[src/rtl/lru_pkg.sv]
// ----------------------------------------------------------------------------
// lru_pkg
// Shared widths, sequencer states, memory control bundle and page reduction
// for the lru page replacement core.
// ----------------------------------------------------------------------------
package lru_pkg;

  localparam int unsigned PAGE_W         = 8;
  localparam int unsigned FRAME_W        = 2;
  localparam int unsigned DEF_NUM_FRAMES = 4;
  localparam int unsigned MAX_PAGES      = 256;
  localparam int unsigned PAGE_MOD       = (MAX_PAGES < (2 ** PAGE_W)) ? MAX_PAGES
                                                                       : (2 ** PAGE_W);

  typedef enum logic [1:0] {
    S_IDLE,
    S_SCAN,
    S_AGE,
    S_RESULT
  } lru_state_t;

  typedef struct packed {
    logic rd_en;
    logic page_we;
    logic rank_we;
    logic set_valid;
  } lru_mem_ctl_t;

  // page number modulo the page space, a power of two
  function automatic logic [PAGE_W-1:0] lru_page_reduce(input logic [PAGE_W-1:0] p);
    return p & PAGE_W'(PAGE_MOD - 1);
  endfunction

endpackage

[src/rtl/lru_if.sv]
// ----------------------------------------------------------------------------
// lru channel interfaces
// Valid/ready channels for page accesses and replacement results.
// ----------------------------------------------------------------------------
interface lru_req_if;
  logic                        valid;
  logic                        ready;
  logic [lru_pkg::PAGE_W-1:0]  page_id;

  modport source (output valid, output page_id, input ready);
  modport sink   (input valid, input page_id, output ready);
endinterface

interface lru_rsp_if;
  logic                        valid;
  logic                        ready;
  logic                        hit;
  logic [lru_pkg::FRAME_W-1:0] frame;
  logic                        evicted_valid;
  logic [lru_pkg::PAGE_W-1:0]  evicted_page;

  modport source (output valid, output hit, output frame, output evicted_valid,
                  output evicted_page, input ready);
  modport sink   (input valid, input hit, input frame, input evicted_valid,
                  input evicted_page, output ready);
endinterface

[src/rtl/lru_frame_store.sv]
// ----------------------------------------------------------------------------
// lru_frame_store
// Frame page and rank memories with registered read, plus frame valid flags.
// ----------------------------------------------------------------------------
module lru_frame_store #(
  parameter int unsigned NUM_FRAMES = lru_pkg::DEF_NUM_FRAMES
) (
  input  logic                          clk,
  input  logic                          rst_n,
  input  lru_pkg::lru_mem_ctl_t         ctl,
  input  logic [$clog2(NUM_FRAMES)-1:0] rd_addr,
  input  logic [$clog2(NUM_FRAMES)-1:0] wr_addr,
  input  logic [lru_pkg::PAGE_W-1:0]    wr_page,
  input  logic [$clog2(NUM_FRAMES)-1:0] wr_rank,
  output logic [lru_pkg::PAGE_W-1:0]    rd_page,
  output logic [$clog2(NUM_FRAMES)-1:0] rd_rank,
  output logic [NUM_FRAMES-1:0]         valid
);

  localparam int unsigned IW = $clog2(NUM_FRAMES);

  logic [lru_pkg::PAGE_W-1:0] page_mem [NUM_FRAMES];
  logic [IW-1:0]              rank_mem [NUM_FRAMES];

  logic [lru_pkg::PAGE_W-1:0] rd_page_r;
  logic [IW-1:0]              rd_rank_r;
  logic [NUM_FRAMES-1:0]      valid_r;

  always_ff @(posedge clk) begin
    if (ctl.page_we) begin
      page_mem[wr_addr] <= wr_page;
    end
    if (ctl.rank_we) begin
      rank_mem[wr_addr] <= wr_rank;
    end
    if (ctl.rd_en) begin
      rd_page_r <= page_mem[rd_addr];
      rd_rank_r <= rank_mem[rd_addr];
    end
  end

  always_ff @(posedge clk) begin
    if (!rst_n) begin
      valid_r <= '0;
    end else if (ctl.set_valid) begin
      valid_r[wr_addr] <= 1'b1;
    end
  end

  assign rd_page = rd_page_r;
  assign rd_rank = rd_rank_r;
  assign valid   = valid_r;

endmodule

[src/rtl/lru_ctrl.sv]
// ----------------------------------------------------------------------------
// lru_ctrl
// Access sequencer: a lookup pass over the frames, then a rank update pass,
// then the result register.
// ----------------------------------------------------------------------------
module lru_ctrl #(
  parameter int unsigned NUM_FRAMES = lru_pkg::DEF_NUM_FRAMES
) (
  input  logic                          clk,
  input  logic                          rst_n,
  input  logic                          in_valid,
  output logic                          in_ready,
  input  logic [lru_pkg::PAGE_W-1:0]    in_page_id,
  output logic                          out_valid,
  input  logic                          out_ready,
  output logic                          out_hit,
  output logic [lru_pkg::FRAME_W-1:0]   out_frame,
  output logic                          out_evicted_valid,
  output logic [lru_pkg::PAGE_W-1:0]    out_evicted_page,
  output lru_pkg::lru_mem_ctl_t         mem_ctl,
  output logic [$clog2(NUM_FRAMES)-1:0] mem_rd_addr,
  output logic [$clog2(NUM_FRAMES)-1:0] mem_wr_addr,
  output logic [lru_pkg::PAGE_W-1:0]    mem_wr_page,
  output logic [$clog2(NUM_FRAMES)-1:0] mem_wr_rank,
  input  logic [lru_pkg::PAGE_W-1:0]    mem_rd_page,
  input  logic [$clog2(NUM_FRAMES)-1:0] mem_rd_rank,
  input  logic [NUM_FRAMES-1:0]         frame_valid
);

  localparam int unsigned IW = $clog2(NUM_FRAMES);
  localparam int unsigned CW = $clog2(NUM_FRAMES + 1);

  lru_pkg::lru_state_t state_r, state_nxt;
  logic [CW-1:0]       cnt_r, cnt_nxt;

  logic [lru_pkg::PAGE_W-1:0]  key_r, key_nxt;
  logic                        hit_found_r, hit_found_nxt;
  logic [IW-1:0]               hit_idx_r, hit_idx_nxt;
  logic [IW-1:0]               hit_rank_r, hit_rank_nxt;
  logic                        empty_found_r, empty_found_nxt;
  logic [IW-1:0]               empty_idx_r, empty_idx_nxt;
  logic [IW-1:0]               vic_idx_r, vic_idx_nxt;
  logic [IW-1:0]               vic_rank_r, vic_rank_nxt;
  logic [lru_pkg::PAGE_W-1:0]  vic_page_r, vic_page_nxt;

  logic                        out_valid_r, out_valid_nxt;
  logic                        out_hit_r, out_hit_nxt;
  logic [lru_pkg::FRAME_W-1:0] out_frame_r, out_frame_nxt;
  logic                        out_ev_valid_r, out_ev_valid_nxt;
  logic [lru_pkg::PAGE_W-1:0]  out_ev_page_r, out_ev_page_nxt;

  logic          last;
  logic [IW-1:0] chk_idx;
  logic          chk_valid;
  logic          use_empty;
  logic          evict;
  logic [IW-1:0] slot;

  assign last      = (cnt_r == CW'(NUM_FRAMES));
  assign chk_idx   = IW'(cnt_r - CW'(1));
  assign chk_valid = frame_valid[chk_idx];
  assign use_empty = !hit_found_r && empty_found_r;
  assign evict     = !hit_found_r && !empty_found_r;
  assign slot      = hit_found_r ? hit_idx_r : (use_empty ? empty_idx_r : vic_idx_r);

  always_comb begin
    state_nxt        = state_r;
    cnt_nxt          = cnt_r;
    key_nxt          = key_r;
    hit_found_nxt    = hit_found_r;
    hit_idx_nxt      = hit_idx_r;
    hit_rank_nxt     = hit_rank_r;
    empty_found_nxt  = empty_found_r;
    empty_idx_nxt    = empty_idx_r;
    vic_idx_nxt      = vic_idx_r;
    vic_rank_nxt     = vic_rank_r;
    vic_page_nxt     = vic_page_r;
    out_valid_nxt    = out_valid_r;
    out_hit_nxt      = out_hit_r;
    out_frame_nxt    = out_frame_r;
    out_ev_valid_nxt = out_ev_valid_r;
    out_ev_page_nxt  = out_ev_page_r;
    mem_ctl          = '0;
    mem_rd_addr      = IW'(cnt_r);
    mem_wr_addr      = chk_idx;
    mem_wr_page      = key_r;
    mem_wr_rank      = '0;
    in_ready         = 1'b0;

    if (out_valid_r && out_ready) begin
      out_valid_nxt = 1'b0;
    end

    unique case (state_r)
      lru_pkg::S_IDLE: begin
        in_ready = 1'b1;
        if (in_valid) begin
          key_nxt         = lru_pkg::lru_page_reduce(in_page_id);
          cnt_nxt         = '0;
          hit_found_nxt   = 1'b0;
          empty_found_nxt = 1'b0;
          state_nxt       = lru_pkg::S_SCAN;
        end
      end

      lru_pkg::S_SCAN: begin
        mem_ctl.rd_en = !last;
        if (cnt_r != '0) begin
          if (chk_valid && (mem_rd_page == key_r) && !hit_found_r) begin
            hit_found_nxt = 1'b1;
            hit_idx_nxt   = chk_idx;
            hit_rank_nxt  = mem_rd_rank;
          end
          if (!chk_valid && !empty_found_r) begin
            empty_found_nxt = 1'b1;
            empty_idx_nxt   = chk_idx;
          end
          if ((cnt_r == CW'(1)) || (mem_rd_rank > vic_rank_r)) begin
            vic_idx_nxt  = chk_idx;
            vic_rank_nxt = mem_rd_rank;
            vic_page_nxt = mem_rd_page;
          end
        end
        cnt_nxt = cnt_r + CW'(1);
        if (last) begin
          cnt_nxt   = '0;
          state_nxt = lru_pkg::S_AGE;
        end
      end

      lru_pkg::S_AGE: begin
        mem_ctl.rd_en = !last;
        if (cnt_r != '0) begin
          if (chk_idx == slot) begin
            mem_ctl.rank_we = 1'b1;
            mem_wr_rank     = '0;
            if (!hit_found_r) begin
              mem_ctl.page_we   = 1'b1;
              mem_ctl.set_valid = 1'b1;
            end
          end else if (chk_valid && (!hit_found_r || (mem_rd_rank < hit_rank_r))) begin
            mem_ctl.rank_we = 1'b1;
            mem_wr_rank     = mem_rd_rank + IW'(1);
          end
        end
        cnt_nxt = cnt_r + CW'(1);
        if (last) begin
          cnt_nxt   = '0;
          state_nxt = lru_pkg::S_RESULT;
        end
      end

      lru_pkg::S_RESULT: begin
        if (!out_valid_r || out_ready) begin
          out_valid_nxt    = 1'b1;
          out_hit_nxt      = hit_found_r;
          out_frame_nxt    = lru_pkg::FRAME_W'(slot);
          out_ev_valid_nxt = evict;
          out_ev_page_nxt  = evict ? vic_page_r : '0;
          state_nxt        = lru_pkg::S_IDLE;
        end
      end

      default: begin
        state_nxt = lru_pkg::S_IDLE;
      end
    endcase
  end

  always_ff @(posedge clk) begin
    if (!rst_n) begin
      state_r     <= lru_pkg::S_IDLE;
      cnt_r       <= '0;
      out_valid_r <= 1'b0;
    end else begin
      state_r     <= state_nxt;
      cnt_r       <= cnt_nxt;
      out_valid_r <= out_valid_nxt;
    end
  end

  always_ff @(posedge clk) begin
    key_r          <= key_nxt;
    hit_found_r    <= hit_found_nxt;
    hit_idx_r      <= hit_idx_nxt;
    hit_rank_r     <= hit_rank_nxt;
    empty_found_r  <= empty_found_nxt;
    empty_idx_r    <= empty_idx_nxt;
    vic_idx_r      <= vic_idx_nxt;
    vic_rank_r     <= vic_rank_nxt;
    vic_page_r     <= vic_page_nxt;
    out_hit_r      <= out_hit_nxt;
    out_frame_r    <= out_frame_nxt;
    out_ev_valid_r <= out_ev_valid_nxt;
    out_ev_page_r  <= out_ev_page_nxt;
  end

  assign out_valid         = out_valid_r;
  assign out_hit           = out_hit_r;
  assign out_frame         = out_frame_r;
  assign out_evicted_valid = out_ev_valid_r;
  assign out_evicted_page  = out_ev_page_r;

endmodule

[src/rtl/lru_page_replacement_core.sv]
// ----------------------------------------------------------------------------
// lru_page_replacement_core
// Each item runs through a lookup pass and a rank update pass, both through
// the single read port of the frame memories, and then into the result
// register. A new item is taken only once the previous one is done with
// these passes; it is taken while a result still waits.
// Reset: synchronous, active low; clears frame valid flags and handshake
// state, no clearing pass over the memories.
// ----------------------------------------------------------------------------
module lru_page_replacement_core #(
  parameter int unsigned NUM_FRAMES = lru_pkg::DEF_NUM_FRAMES
) (
  input logic       clk,
  input logic       rst_n,
  lru_req_if.sink   in_ch,
  lru_rsp_if.source out_ch
);

  localparam int unsigned IW = $clog2(NUM_FRAMES);

  lru_pkg::lru_mem_ctl_t      mem_ctl;
  logic [IW-1:0]              mem_rd_addr;
  logic [IW-1:0]              mem_wr_addr;
  logic [lru_pkg::PAGE_W-1:0] mem_wr_page;
  logic [IW-1:0]              mem_wr_rank;
  logic [lru_pkg::PAGE_W-1:0] mem_rd_page;
  logic [IW-1:0]              mem_rd_rank;
  logic [NUM_FRAMES-1:0]      frame_valid;

  lru_ctrl #(
    .NUM_FRAMES(NUM_FRAMES)
  ) u_ctrl (
    .clk               (clk),
    .rst_n             (rst_n),
    .in_valid          (in_ch.valid),
    .in_ready          (in_ch.ready),
    .in_page_id        (in_ch.page_id),
    .out_valid         (out_ch.valid),
    .out_ready         (out_ch.ready),
    .out_hit           (out_ch.hit),
    .out_frame         (out_ch.frame),
    .out_evicted_valid (out_ch.evicted_valid),
    .out_evicted_page  (out_ch.evicted_page),
    .mem_ctl           (mem_ctl),
    .mem_rd_addr       (mem_rd_addr),
    .mem_wr_addr       (mem_wr_addr),
    .mem_wr_page       (mem_wr_page),
    .mem_wr_rank       (mem_wr_rank),
    .mem_rd_page       (mem_rd_page),
    .mem_rd_rank       (mem_rd_rank),
    .frame_valid       (frame_valid)
  );

  lru_frame_store #(
    .NUM_FRAMES(NUM_FRAMES)
  ) u_store (
    .clk     (clk),
    .rst_n   (rst_n),
    .ctl     (mem_ctl),
    .rd_addr (mem_rd_addr),
    .wr_addr (mem_wr_addr),
    .wr_page (mem_wr_page),
    .wr_rank (mem_wr_rank),
    .rd_page (mem_rd_page),
    .rd_rank (mem_rd_rank),
    .valid   (frame_valid)
  );

endmodule

[src/flat_wrapper.sv]
// flat-port wrapper written by rule: the top's interface ports become plain ports
module lru_page_replacement_core_flat 
#(
  parameter int unsigned NUM_FRAMES = lru_pkg::DEF_NUM_FRAMES
)
  (clk, rst_n, in_ch_valid, in_ch_page_id, in_ch_ready, out_ch_valid, out_ch_hit, out_ch_frame, out_ch_evicted_valid, out_ch_evicted_page, out_ch_ready);
  lru_req_if in_ch_i ();
  lru_rsp_if out_ch_i ();
  input logic clk;
  input logic rst_n;
  input wire logic [$bits(in_ch_i.valid)-1:0] in_ch_valid;
  input wire logic [$bits(in_ch_i.page_id)-1:0] in_ch_page_id;
  output wire logic [$bits(in_ch_i.ready)-1:0] in_ch_ready;
  output wire logic [$bits(out_ch_i.valid)-1:0] out_ch_valid;
  output wire logic [$bits(out_ch_i.hit)-1:0] out_ch_hit;
  output wire logic [$bits(out_ch_i.frame)-1:0] out_ch_frame;
  output wire logic [$bits(out_ch_i.evicted_valid)-1:0] out_ch_evicted_valid;
  output wire logic [$bits(out_ch_i.evicted_page)-1:0] out_ch_evicted_page;
  input wire logic [$bits(out_ch_i.ready)-1:0] out_ch_ready;
  assign in_ch_i.valid = in_ch_valid;
  assign in_ch_i.page_id = in_ch_page_id;
  assign in_ch_ready = in_ch_i.ready;
  assign out_ch_valid = out_ch_i.valid;
  assign out_ch_hit = out_ch_i.hit;
  assign out_ch_frame = out_ch_i.frame;
  assign out_ch_evicted_valid = out_ch_i.evicted_valid;
  assign out_ch_evicted_page = out_ch_i.evicted_page;
  assign out_ch_i.ready = out_ch_ready;
  lru_page_replacement_core #(.NUM_FRAMES(NUM_FRAMES)) u_core (.clk(clk), .rst_n(rst_n), .in_ch(in_ch_i), .out_ch(out_ch_i));
endmodule
[config.mk]
export PLATFORM = sky130hd
export DESIGN_NAME = lru_page_replacement_core_flat
export DESIGN_NICKNAME = d
export VERILOG_FILES = /design/src/rtl/lru_pkg.sv /design/src/rtl/lru_if.sv /design/src/rtl/lru_frame_store.sv /design/src/rtl/lru_ctrl.sv /design/src/rtl/lru_page_replacement_core.sv /design/src/flat_wrapper.sv
export SDC_FILE = /design/constraint.sdc
export NUM_CORES = 1
export LEC_CHECK = 0
export BUFFER_PORTS_ARGS = -buffer_cell sky130_fd_sc_hd__buf_2
export CORE_UTILIZATION = 46
export DETAILED_ROUTE_END_ITERATION = 8
export SYNTH_ARGS = -nofsm -noshare
export SYNTH_HDL_FRONTEND = slang
export SYNTH_SLANG_ARGS = --single-unit
[constraint.sdc]
create_clock -name clk -period 2.9 [get_ports clk]
set_input_delay 0.58 -clock clk [delete_from_list [all_inputs] [get_ports clk]]
set_output_delay 0.58 -clock clk [all_outputs]
set_load 0.005 [all_outputs]
==> summary.md, run 1 <==
| Metric | Value |
|---|---|
| Status | complete, no violations |
| WHS Endpoint | u_core.u_ctrl.mem_wr_page[0] |
| Most frequent cells in the layout | 90 x edfxtp_1, 25 x buf_2, 19 x nand2_1 |
| Initial Util | 0.486 |
| Hold Startpoint | in_ch_page_id[0] |
| Worst EP required | 2910 ps |
| Via Count | 2099 |
| Worst reg-to-reg setup slack | 600 ps |
| Register area share after synthesis | 0.713 |
| Crit path max-delay family | simple AND/OR/NAND/NOR gates |
| Maximum vdd drop | 0.506 mV |
| GRT overflow | 0 |
| CTS max path bufs | 2 |
| Setup TNS | 0 ps |
| Detailed-route vias per instance | 5.33 |
| Synth warn | 0 |
| Gpl congestion | 0.801 |
| Layout area overhead | 11.1% |
| TritonCTS Buffers | 9 |
| FF-to-FF Start | u_core.u_ctrl.cnt_r[0] |
| # setup viols final | 0 |
| DR DRC count | 0 |
| Die X | 96.1 microns |
| # clock sinks | 100 |
| FP Rows | 33 |
| Final Instance Count excl. Fillers | 394 |
| DR pass1 iterations | 4 |
| Worst path slowest cell | and2_1 |
| Crit path DAT | 2300 ps |
| Syn avg cell area | 16.4 sq um |
| Final Slew Violations | 0 |
| Mapped cell area | 4070 sq um |
| Worst path depth | 5 |
| Core Box Area | 8380 sq um |
| Hold WC Path Type | in2reg |
| TritonCTS clock tree | done |
| Crit path capture type | register |
| H-tree lvl count | 3 |
| Number of failing hold endpoints at the final stage | 0 |
| Die ar. | 9230 sq um |
| Final core occ | 0.540 |
| FILL cells | 680 |
| Commonest non-fill, non-tap cell in the layout | edfxtp_1 |
| Slew Limit Headroom | 0.578 |
| Gr usage total | 0.165 |
| Max Clk Rate | 0.435 GHz |
| Fraction of layout cells with a size suffix above 1 | 0.194 |
| EDFF count, synth | 90 |
| Cell Chain, Critical Path | inv_1 -> ha_1 -> xnor2_1 -> and4_1 -> and2_1 |
| Vias in the first global route | 1955 |
| Transition time of the tightest slew-check pin | 627 ps |
| Clock transition at the registers of the reported paths | 100 ps |
| Antenna cells | 0 |
| Clock Latency Late Sink | 370 ps |
| Cells after Synth | 248 |
| Worst-path maximum fanout | 8 |
| Maxcap violations | 0 |
| Initial DRC count | 127 |
| Final instance area | 4530 sq um |
| Port bufs | 25 |
| Clock Skew | 24.0 ps |
| Final wirelength | 6730 microns |
| Die H | 96.1 microns |
| RSZ-0062 raised after global routing | no |
| Synth Register Bits | 100 |
| Setup Fix Bufs, Post-CTS | 0 |
| Post-layout min period | 2300 ps |
| Setup crit start kind | register |
| Path type of the worst setup path | reg2reg |
| Cells after DPL | 379 |
| WP buf/inv | 1 |
| Clock root buffer | clkbuf_8 |
| Asr flop ratio synth | 0 |
| Post_cts resized | 0 |
| Drt wl/cell | 17.1 microns |
| Post-synthesis net count | 273 |
| Largest net degree at the start of global routing | 19 |
| Hold Worst Slack | 388 ps |
| Register-to-Register Path Depth | 5 |
| PwrDens | 875 nW/um^2 |
| Fin nets | 310 |
| DPL Wire Length | 4760 microns |
| Slowest stage delay, CP | 440 ps |
| Number of antenna violations at the first check in global routing | 0 |
| Ports | 26 |
| P_leak | 1.54 nW |
| DP Area | 4350 sq um |
| Fin crit share | 0.793 |
| First-pass GRT wire length | 10600 microns |
| Routed Antenna Nets | 0 |
| Crit Reg-Reg Endpoint | u_core.u_store.page_mem[3][0] |
| Yosys cell types | 36 |
| WHS Path Cells | 1 |
| Ys flop type | edfxtp_1 |
| Cts-stage hold buffer count | 0 |
worst max-delay path by stage:
stage,from,to
2_1_floorplan,u_core.u_ctrl.cnt_r[0],u_core.u_store.page_mem[2][0]
3_3_place_gp,u_core.u_ctrl.cnt_r[0],u_core.u_store.page_mem[3][4]
3_5_place_dp,u_core.u_ctrl.cnt_r[0],u_core.u_store.page_mem[3][4]
4_1_cts,u_core.u_ctrl.cnt_r[0],u_core.u_store.page_mem[3][0]
5_1_grt,u_core.u_ctrl.cnt_r[0],u_core.u_store.page_mem[3][0]
6_report,u_core.u_ctrl.cnt_r[0],u_core.u_store.page_mem[3][0]
sequential cells by signal, indices dropped and copies added, names as in the netlist, 2 cells and up:
signal / count
u_core.u_ctrl.vic_page_r: 8
u_core.u_store.rd_page: 8
u_core.u_ctrl.cnt_r: 3
u_core.u_store.rd_rank: 2
u_core.u_ctrl.vic_idx_r: 2
u_core.u_ctrl.empty_idx_r: 2
u_core.u_ctrl.out_evicted_page: 8
u_core.u_ctrl.vic_rank_r: 2
u_core.u_store.rank_mem: 8
u_core.u_ctrl.state_r: 2
u_core.u_store.page_mem: 32
u_core.u_ctrl.mem_wr_page: 8
u_core.u_ctrl.hit_idx_r: 2
u_core.u_ctrl.out_frame: 2
u_core.u_store.valid: 4
u_core.u_ctrl.hit_rank_r: 2
metrics by stage:
stage / worst slack (ps) / total power, mW
4_1_cts: 619 / 3.99
6_report: 602 / 3.96
2_1_floorplan: 368 / 2.84
5_1_grt: 513 / 4.17
3_3_place_gp: 703 / 3.15
3_5_place_dp: 662 / 3.17
metal layers:
layer / wire [microns] / GRT usage / vias to the layer above
met1: 3390 / 0.242 / 1023
met5: 0 / 0 / -
met2: 2900 / 0.236 / 55
met3: 315 / 0.0284 / 9
met4: 127 / 0.0846 / 0
li1: - / - / 1012
cells by family after synthesis:
group / Yosys count / share of synthesized area
flip-flops: 100 / 0.713
AND/OR/NAND/NOR: 68 / 0.0879
AO/OA/AOI/OAI: 24 / 0.0421
buffers and inverters: 15 / 0.0160
multiplexers: 15 / 0.0734
XOR/XNOR: 13 / 0.0280
adder cells (fa/ha/maj): 13 / 0.0399
synth_stat cells, types with 2 or more instances:
cell type / count / area, sq um
mux4_1: 3 / 78.8
xor2_1: 7 / 61.3
mux2i_1: 4 / 40.0
mux4_2: 8 / 180
inv_1: 10 / 37.5
nor2b_1: 5 / 31.3
nand2_1: 19 / 71.3
dfxtp_1: 10 / 200
nand2b_1: 5 / 31.3
clkbuf_1: 3 / 11.3
nor3_1: 6 / 30.0
nor2_1: 6 / 22.5
and4_1: 2 / 17.5
ha_1: 13 / 163
edfxtp_1: 90 / 2700
o21ai_0: 7 / 35.0
nor4_1: 3 / 18.8
and2_1: 14 / 87.6
xnor2_1: 6 / 52.6
a21oi_1: 8 / 40.0
nand3_1: 3 / 15.0
nand4_1: 2 / 12.5
cell type report:
class / count / area (sq um) / area share
well taps: 105 / 131 / 0.0290
repair buffers: 31 / 170 / 0.0376
multi-input cells: 133 / 1100 / 0.244
flip-flops and latches: 100 / 2900 / 0.641
clock inverters: 6 / 55.1 / 0.0122
inverters: 10 / 37.5 / 0.00829
clock buffers: 9 / 124 / 0.0274
power breakdown:
| part | leakage, nW | internal [mW] | total, mW | switching [mW] |
|---|---|---|---|---|
| Clock | 0.0862 | 0.326 | 0.830 | 0.505 |
| Sequential | 0.907 | 1.90 | 2.06 | 0.159 |
| Combinational | 0.547 | 0.440 | 1.07 | 0.632 |
No activity file was read; power rests on OpenSTA's default activity.
==> run 2, diff against run 1 <==
==> constraint.sdc (replaced) <==
create_clock -name clk -period 2.3 [get_ports clk]
set_input_delay 0.46 -clock clk [delete_from_list [all_inputs] [get_ports clk]]
set_output_delay 0.46 -clock clk [all_outputs]
set_load 0.005 [all_outputs]
==> run 2 against run 1 <==
Compared with the run above: flip-flop and latch count did not move; non-clock buffer count up 1; die area is the same; register-to-register slack worse by 450 ps; critical path depth is the same; utilization grew 0.19 points; combinational power increased by 29%; clock-buffer cell count up 2; fmax up 7.2%; sequential power grew 26%; critical path type unchanged; critical endpoint is now u_core.u_store.rank_mem[0][1]; largest cell class unchanged; highest routed layer unchanged.
==> summary.md, run 2 (same netlist as run 1, synthesis figures left out) <==
| Metric | Value |
|---|---|
| Status | complete, no violations |
| Initial Util | 0.486 |
| Most frequent cells in the layout | 90 x edfxtp_1, 25 x buf_2, 19 x nand2_1 |
| FF-to-FF Start | u_core.u_ctrl.cnt_r[1] |
| Clock Latency Late Sink | 360 ps |
| DPL Wire Length | 4700 microns |
| Slew Limit Headroom | 0.587 |
| Critical Path Sink | u_core.u_store.rank_mem[0][1] |
| Initial DRC count | 86 |
| Worst-path maximum fanout | 7 |
| P_leak | 1.55 nW |
| Post_cts resized | 0 |
| Hold WC Path Type | in2reg |
| Post-layout min period | 2140 ps |
| Antenna cells | 0 |
| Ports | 26 |
| Layout area overhead | 11.5% |
| Cts-stage hold buffer count | 0 |
| FP Rows | 33 |
| Largest net degree at the start of global routing | 19 |
| Max reg flops | 32 |
| TritonCTS clock tree | done |
| Die X | 96.1 microns |
| H-tree lvl count | 3 |
| TritonCTS Buffers | 9 |
| Vias in the first global route | 2020 |
| Hold Worst Slack | 270 ps |
| Worst path slowest cell | nor4_1 |
| Die H | 96.1 microns |
| Clock transition at the registers of the reported paths | 90 ps |
| Final wirelength | 6780 microns |
| Fin crit share | 0.933 |
| Clock root buffer | clkbuf_8 |
| Crit path DAT | 2220 ps |
| DR DRC count | 0 |
| Number of antenna violations at the first check in global routing | 0 |
| # setup viols final | 0 |
| Routed Antenna Nets | 0 |
| Register-to-Register Path Depth | 5 |
| Fraction of layout cells with a size suffix above 1 | 0.213 |
| Number of failing hold endpoints at the final stage | 0 |
| GRT overflow | 0 |
| Worst reg-to-reg setup slack | 160 ps |
| Maxcap violations | 0 |
| Detailed-route vias per instance | 5.15 |
| Max Clk Rate | 0.466 GHz |
| Crit path capture type | register |
| Via Count | 2040 |
| Crit path max-delay family | simple AND/OR/NAND/NOR gates |
| Core Box Area | 8380 sq um |
| Maximum vdd drop | 0.621 mV |
| Die ar. | 9230 sq um |
| Fin nets | 311 |
| Gr usage total | 0.166 |
| Gpl congestion | 0.792 |
| DR pass1 iterations | 4 |
| Drt wl/cell | 17.1 microns |
| Slowest stage delay, CP | 540 ps |
| Setup crit start kind | register |
| Worst path depth | 5 |
| First-pass GRT wire length | 10700 microns |
| WP buf/inv | 1 |
| Setup Fix Bufs, Post-CTS | 0 |
| Clock Skew | 7.60 ps |
| Final Slew Violations | 0 |
| Commonest non-fill, non-tap cell in the layout | edfxtp_1 |
| Cell Chain, Critical Path | inv_1 -> ha_1 -> mux4_2 -> nand2_1 -> nor4_1 |
| Crit. Startpoint | u_core.u_ctrl.cnt_r[1] |
| Path type of the worst setup path | reg2reg |
| Port bufs | 25 |
| # clock sinks | 100 |
| CTS max path bufs | 2 |
| Setup TNS | 0 ps |
| Biggest register | u_core.u_store.page_mem |
| RSZ-0062 raised after global routing | no |
| Transition time of the tightest slew-check pin | 614 ps |
| Crit Reg-Reg Endpoint | u_core.u_store.rank_mem[0][1] |
| Hold Startpoint | in_ch_page_id[6] |
| Worst EP required | 2370 ps |
| PwrDens | 1090 nW/um^2 |
[run 2: worst min-delay path by stage]
stage	endpoint	depth (start not counted)
final	u_core.u_ctrl.mem_wr_page[6]	1
after global routing	u_core.u_ctrl.mem_wr_page[3]	1
after CTS	u_core.u_ctrl.mem_wr_page[6]	1
after detailed placement	u_core.u_store.valid[2]	2
after global placement	u_core.u_store.valid[2]	2
after floorplan	u_core.u_store.valid[1]	2
[run 2: power by group]
group | switching, mW | total, mW | leakage [nW] | internal, mW
Clock | 0.590 | 0.989 | 0.0877 | 0.399
Sequential | 0.205 | 2.60 | 0.907 | 2.39
Combinational | 0.806 | 1.38 | 0.554 | 0.579
[run 2: per-layer routing]
layer	part of all wire	GRT usage	up-vias
met5	0	0	-
li1	-	-	1013
met3	0.062	0.0474	6
met1	0.46	0.224	963
met2	0.47	0.261	58
met4	0.011	0.0560	0
[run 2: layout make-up]
| type | count | area (sq um) |
|---|---|---|
| well taps | 105 | 131 |
| clock inverters | 5 | 36.3 |
| multi-input cells | 133 | 1120 |
| inverters | 10 | 37.5 |
| fillers | 695 | 3840 |
| clock buffers | 11 | 131 |
| repair buffers | 32 | 178 |
| flip-flops and latches | 100 | 2900 |
[run 2: through the flow]
stage	setup slack [ps]	instances	total power, mW	utilization	instance area (sq um)
floorplan	3.56	248	3.59	-	4100
global placement	246	380	4.02	0.522	4370
detailed placement	198	380	4.04	0.522	4370
CTS	178	396	5.02	0.542	4540
global route	23.3	396	5.25	0.542	4540
finish	155	396	4.97	0.542	4540
